$ cat config.mk
export PLATFORM = sky130hd
export DESIGN_NAME = bm25_div
export DESIGN_NICKNAME = d
export VERILOG_FILES = /design/src/rtl/bm25_pkg.sv /design/src/rtl/bm25_div.sv
export VERILOG_INCLUDE_DIRS = /design/src /design/src/rtl
export SDC_FILE = /design/constraint.sdc
export NUM_CORES = 1
export LEC_CHECK = 0
export BUFFER_PORTS_ARGS = -buffer_cell sky130_fd_sc_hd__buf_4
export CORE_AREA = 2 2 130 132
export DETAILED_ROUTE_END_ITERATION = 8
export DIE_AREA = 0 0 132 134
export GPL_ROUTABILITY_DRIVEN = 0
export HOLD_SLACK_MARGIN = 0.12
export PLACE_DENSITY = 0.76
export SYNTH_ARGS = -nofsm -noshare
export SYNTH_HDL_FRONTEND = slang
export SYNTH_SLANG_ARGS = --single-unit
$ cat constraint.sdc
create_clock -name clk -period 4.9 [get_ports clk]
set_input_delay 0.49 -clock clk [delete_from_list [all_inputs] [get_ports clk]]
set_output_delay 0.49 -clock clk [all_outputs]
set_load 0.005 [all_outputs]
$ cat src/rtl/bm25_document_scorer_defines.svh
// Assertion macros for the BM25 scorer RTL.
// Included by files that carry concurrent checks; no other dependencies.
`ifndef BM25_DOCUMENT_SCORER_DEFINES_SVH
`define BM25_DOCUMENT_SCORER_DEFINES_SVH
`ifndef NO_ASSERTIONS
`define BM25_ASSERT(lbl, clk_s, rst_s, prop, msg) \
  lbl: assert property (@(posedge clk_s) disable iff (rst_s) prop) \
    else $error(msg);
`define BM25_ASSERT_ALWAYS(lbl, clk_s, prop, msg) \
  lbl: assert property (@(posedge clk_s) prop) \
    else $error(msg);
`else
`define BM25_ASSERT(lbl, clk_s, rst_s, prop, msg)
`define BM25_ASSERT_ALWAYS(lbl, clk_s, prop, msg)
`endif
`endif

$ cat src/rtl/bm25_pkg.sv
// Shared constants, types and helpers for the BM25 scorer.
// No dependencies; used by the interfaces, the divider and the top level.
`timescale 1ns / 1ps

package bm25_pkg;

  localparam int COUNT_BITS    = 24;
  localparam int FREQ_BITS     = 16;
  localparam int SCORE_BITS    = 32;
  localparam int CFG_IDX_BITS  = 1;
  localparam int CFG_DATA_BITS = COUNT_BITS;

  // log unit
  localparam int ARG_BITS  = COUNT_BITS + 1;  // 2x+1 of a count
  localparam int TOP_BITS  = 5;
  localparam int LOG_FRAC  = 24;
  localparam int MANT_BITS = 31;              // Q1.30 mantissa
  localparam int LG_BITS   = 29;              // log2 / ln in Q.24
  localparam int SQ_STEPS  = LOG_FRAC;
  localparam logic [31:0] LN2_Q32 = 32'd2977044472;

  // divider
  localparam int DIV_X_BITS   = 48;
  localparam int DIV_Q_BITS   = 25;
  localparam int DIV_CNT_BITS = 5;
  localparam int TF_STEPS     = 18;
  localparam int QTF_STEPS    = 25;
  localparam int TFQ_BITS     = 18;
  localparam int TQ_BITS      = 27;

  typedef enum logic [CFG_IDX_BITS-1:0] {
    REG_NUM_DOCS       = 1'b0,
    REG_AVG_DOC_LENGTH = 1'b1
  } cfg_reg_t;

  typedef enum logic [3:0] {
    ST_IDLE,
    ST_LN_NORM,
    ST_LN_SQ,
    ST_LN_MUL,
    ST_TF_MUL,
    ST_DIV_TF,
    ST_DIV_QTF,
    ST_TQ_MUL,
    ST_TERM_MUL,
    ST_ACC
  } state_t;

  typedef struct packed {
    logic                    start;
    logic [DIV_CNT_BITS-1:0] steps;
    logic [DIV_X_BITS-1:0]   x;
    logic [DIV_X_BITS-1:0]   d;
  } div_req_t;

  typedef struct packed {
    logic                  busy;
    logic                  done;
    logic [DIV_Q_BITS-1:0] q;
  } div_sts_t;

  // index of the leading one, zero for zero
  function automatic logic [TOP_BITS-1:0] msb_index(input logic [ARG_BITS-1:0] v);
    logic [TOP_BITS-1:0] idx;
    idx = '0;
    for (int i = 0; i < ARG_BITS; i++) begin
      if (v[i]) idx = TOP_BITS'(i);
    end
    return idx;
  endfunction

endpackage

$ cat src/rtl/bm25_div.sv
// Bit-serial restoring divider, one quotient bit per cycle.
// Depends on bm25_pkg (div_req_t, div_sts_t).
`timescale 1ns / 1ps
`include "bm25_document_scorer_defines.svh"

module bm25_div import bm25_pkg::*; (
  input  logic     clk,
  input  logic     rst,
  input  div_req_t req,
  output div_sts_t sts
);

  logic [DIV_X_BITS-1:0]   x;
  logic [DIV_X_BITS-1:0]   d;
  logic [DIV_Q_BITS-1:0]   q;
  logic [DIV_CNT_BITS-1:0] cnt;
  logic                    busy;
  logic                    done;

  logic [DIV_X_BITS-1:0] x2;
  logic                  ge;

  // x < d always holds, so the doubled remainder fits
  assign x2 = {x[DIV_X_BITS-2:0], 1'b0};
  assign ge = (x2 >= d);

  always_ff @(posedge clk) begin
    if (rst) begin
      busy <= 1'b0;
      done <= 1'b0;
    end else begin
      done <= 1'b0;
      if (req.start) begin
        x    <= req.x;
        d    <= req.d;
        q    <= '0;
        cnt  <= req.steps - DIV_CNT_BITS'(1);
        busy <= 1'b1;
      end else if (busy) begin
        x   <= ge ? (x2 - d) : x2;
        q   <= {q[DIV_Q_BITS-2:0], ge};
        cnt <= cnt - DIV_CNT_BITS'(1);
        if (cnt == '0) begin
          busy <= 1'b0;
          done <= 1'b1;
        end
      end
    end
  end

  assign sts.busy = busy;
  assign sts.done = done;
  assign sts.q    = q;

  `BM25_ASSERT(a_start_idle, clk, rst, req.start |-> !busy, "divider started while busy")
  `BM25_ASSERT(a_last_done, clk, rst, (busy && cnt == '0 && !req.start) |=> done, "no done after last step")
  `BM25_ASSERT_ALWAYS(a_rst_quiet, clk, rst |=> (!busy && !done), "divider active after reset")

endmodule

* Word-level counts from Yosys, hierarchy flattened
Cells that the tools add are included.
Widths: inputs -> output; s select.
** Cells by class
- Add/sub/neg operators :: 3
- Magnitude comparators :: 1
- Multiplexer cells :: 10
- Bitwise gates (word level) :: 2
- Reduce and logical (&&, ||, !) cells :: 5
** Operator list (number)
- $mux 47 :: 3
- $ge 48x48->1 :: 1
- $sub 47x47->47 :: 1
- $mux 25 :: 1
- $mux 5 :: 2
- $sub 5x1->5 const B :: 2
- $logic_not 5->1 :: 1
- $mux 1 :: 4
- $reduce_and 2->1 :: 2
- $reduce_or 3->1 :: 1
- $not 1->1 :: 2
- $reduce_bool 2->1 :: 1
** Storage, ports and cells
- Flip-flop bits (word level) :: 127
- Bits of input ports :: 104
- Output and inout bits :: 27
- Logic and storage cells :: 27

* Longest topological paths before layout
- Depth after elaboration :: 4
- Mapped depth :: 15

* Worst setup path before layout
Ideal clock, no wire load.
- Path kind :: input to register
- Start :: input req[101] (netlist name)
- End :: register cnt[0], enable pin
- Setup time :: 514 ps
- Data arrival time :: 4412 ps
- Required time :: 4386 ps
- Path slack :: -26 ps
- Stages on the path :: 4
- Path buffers :: 2
- Cell sequence :: clkbuf_1 buf_1 nor2_1 nor2_1
** On the way
- Longest elaborated chain between the ends :: 2
** Ends and longest elaborated chain
- start: declaration :: RTL line bm25_div.sv:9 : input div_req_t req,
- $reduce_bool 2->1 (no source line)
- $reduce_and 2->1 (no source line)
- end signal: assignment :: RTL line bm25_div.sv:37 : cnt <= req.steps - DIV_CNT_BITS'(1);
- end signal: assignment :: RTL line bm25_div.sv:42 : cnt <= cnt - DIV_CNT_BITS'(1);
- end: declaration :: RTL line bm25_div.sv:16 : logic [DIV_CNT_BITS-1:0] cnt;
No other way between the ends.
A chain may end at the register's enable or synchronous reset.

* Worst setup path after layout
- Start :: register x[10]
- End :: register x[4], data pin
** On the way
- Longest elaborated chain between the ends :: 4
** Ends and longest elaborated chain
- start: declaration :: RTL line bm25_div.sv:13 : logic [DIV_X_BITS-1:0] x;
- start signal: assignment :: RTL line bm25_div.sv:34 : x <= req.x;
- start signal: assignment :: RTL line bm25_div.sv:40 : x <= ge ? (x2 - d) : x2;
- $ge 48x48->1 :: RTL line bm25_div.sv:25 : assign ge = (x2 >= d);
- $mux 47 :: RTL line bm25_div.sv:40
- $mux 47 :: RTL line bm25_div.sv:39 : end else if (busy) begin
- $mux 47 :: RTL line bm25_div.sv:33 : if (req.start) begin
No other way between the ends. The select of a mux whose other input is x is not followed.

==> results.md <==
* Fmax at approximately 250 MHz
* TritonCTS Buffers at 17
* Area contributors post-synth: edfxtp_1 47%, ha_1 7.6%, a21oi_1 5.2%
* Ant diodes at 0
* Pin count of the biggest net entering global routing at 79
* Critical Path End Type: flip-flop
* Post-synth cell types at 59
* Final ANT Viol Nets at 0
* Final worst setup slack at around 0.8 ns
* DRC violation count after routing at 0
* XOR/XNOR share of the synthesized area at 0.0478
* Commonest cells in the netlist: 125 x edfxtp_1, 83 x a21oi_1, 64 x inv_1, 50 x nor2_1, 49 x ha_1
* Ys flop type: edfxtp_1
* GRT Overall Usage at 0.211
* Post-CTS resize count at 0
* CP startpoint kind: flip-flop
* WL/cell at 16.3 um
* Synth warn at 0
* Layout Nets at 1034
* Pleak at 0.00414 uW
* Syn-to-layout area delta at 20.8%
* CP Max Fanout at 36
* Hold Path Class: in2reg
* Worst slew pin tran at 1.05 ns
* RSZ-0062 raised after global routing: false
* Status: complete, no violations
* Most frequent cell after synthesis: edfxtp_1
* Port Buffers at between 100 and 150
* Die area at 17700 um^2
* Starting Density at 0.495
* Critical path type: reg2reg
* Worst path cell trace: ha_1 > nand4_1 > nor3_1 > a221o_1 > a2111oi_4 > or2_2 > a21oi_4 > buf_4 > mux2_4 > mux2_2
* Vias in the first global route at 6015
* Post-CTS Hold Fix Bufs at 0
* Final setup fails at 0
* First-pass GRT wire length at between 20000 and 30000 um
* GRT overflow at 0
* Clk slew on worst S/H paths at about 0.06 ns
* Initial antenna violation count at 0
* Mux share of post-synthesis cell area at 0.0630
* Via/cell ratio at around 5.5
* Root buffer cell: clkbuf_16
* Initial DRC Count at 483
* Post-synthesis compound-gate area fraction at 0.173
* Die Span X at 132 um
* Syn nets at 920
* Data arrival time of the worst path at 4.25 ns
* VDD IR max at 298 uV
* Post-Syn Area at slightly above 8000 um^2
* Post-synthesis cell count at 766
* Vias at between 6k and 7k
* Largest family of logic cells by synthesized area: compound AO/OA/AOI/OAI gates
* Post-route clock period utilization at 0.832
* Post-synth top area share at 0.466
* Post-detail-place hpwl at between 10000 and 15000 um
* I/O pin total at 131
* PD cells at roughly 370 nW/um^2
* Post-synthesis sequential area ratio at 0.471
* Family with the most delay on the worst path: compound AO/OA/AOI/OAI gates
* Max-Cap Viols at 0
* Worst rel slew slack at 0.299
* Clock skew at 0.0147 ns
* CTS tree: done
* Ys async rst share at 0
* First-pass DRT Iterations at 5
* Clk_lat worst skew at 0.43 ns
* Die H at 134 um
* Syn avg cell area at 10.5 um^2
* Critical path's slowest cell: a21oi_4
* CP bufs+invs at 1
* Worst path required time at 5.08 ns
* Flops & latches, synth at 127
* Longest Clk Path Bufs at 2
* H-tree depth at 4
* Post-Synth Simple-Gate Area at 0.114
* Layout cells sized above 1 at 0.239
* Setup TNS at 0 ns
* # fillers at 1374
* Post-CTS Setup Inserts at 0
* Core region area at around 16000 um^2
* Worst slack, placed at 0.826 ns
* Final Util at 0.597
* Fin crit period at 4.08 ns
* Final Power at between 3000 and 4000 uW
* # clock sinks at between 100 and 150
* Drt total wl at 18200 um
* Final Max Slew Viols at 0
* Rows at 47
* Post-synth EDFFs at 125
* Fin. Hold Viols at 0
* Yosys top cell by area: edfxtp_1
* Hold Slack at 0.231 ns
* Adder-cell share of the synthesized area at 0.0786
* Delay of the slowest cell on the worst path at ~0.47 ns
-- flip-flops by register name, summed over array words and instances, names as in the netlist --
signal / cells
busy: 1
cnt: 5
d: 48
done: 1
q: 25
x: 47
-- area by class of cell --
class | instances | area (um^2) | share of cell area
clock buffers | 18 | 429 | 0.0441
repair buffers | 134 | 1010 | 0.103
multi-input cells | 536 | 3860 | 0.397
flip-flops and latches | 127 | 3790 | 0.390
inverters | 64 | 240 | 0.0247
clock inverters | 14 | 129 | 0.0132
well taps | 220 | 275 | 0.0283
-- worst reg2reg max path, cell delays in order, from the launching register on --
cell	delay (ns)
edfxtp_1	0.39
ha_1	0.43
nand4_1	0.23
nor3_1	0.37
a221o_1	0.39
a2111oi_4	0.13
or2_2	0.38
a21oi_4	0.47
buf_4	0.45
mux2_4	0.34
mux2_2	0.26
-- path summary, 6_finish.rpt --
path         cells after the start       startpoint  slack (ns)               to
max                             10  x[10]$_DFFE_PP_        0.82   x[4]$_DFFE_PP_
min                              1          req[41]        0.23  d[41]$_DFFE_PP_
max reg2reg                     10  x[10]$_DFFE_PP_        0.82   x[4]$_DFFE_PP_
min reg2reg                      2  busy$_SDFF_PP0_        0.46  done$_SDFF_PP0_
-- logic make-up after synthesis --
group / after synthesis
compound gates: 212
flops: 127
fa+ha+maj: 50
xor+xnor: 44
buf+inv: 103
simple gates: 185
mux: 45
-- report_power, final --
| group | switching [uW] | internal (uW) |
|---|---|---|
| Combinational | 542 | 444 |
| Clock | 514 | 705 |
| Sequential | 39.4 | 1310 |
| Total | 1100 | 2460 |
-- per-stage QoR --
stage	instance area, um^2	std cells
after floorplan	8060	766
after global placement	9170	1081
after detailed placement	9170	1081
after CTS	9730	1113
after global routing	9730	1113
final	9730	1113
-- placed cells by master (no fill, tap or decap), types with 3 or more instances in the layout --
cell	synthesis	final
clkbuf_16	0	17
o21ai_0	30	30
o31ai_1	4	4
o21bai_1	7	7
nand4_1	9	9
and3_1	6	6
mux2i_1	8	8
nand3_1	16	16
nand2b_1	4	4
nor2_1	50	49
a221o_1	7	7
mux2_2	34	34
a21o_1	33	33
a22oi_1	3	3
or2_2	3	3
buf_4	2	134
nor3b_1	7	7
o21a_1	6	6
ha_1	49	49
nor3_1	9	9
a31oi_1	5	5
xnor2_1	25	25
o31a_1	4	4
a311oi_1	3	3
inv_1	64	64
nor2b_1	30	29
edfxtp_1	125	125
xor2_1	19	19
nand2_1	42	42
inv_6	0	7
a21oi_1	83	83
mux2_4	3	3
a211oi_1	7	7
-- layer usage --
layer  wire length [um]  global-route usage
met5                  0                   0
met4                352              0.0707
met3               1290              0.0745
met2               8290               0.322
met1               8220               0.283
Note: power is estimated with default switching activity, not from simulation.
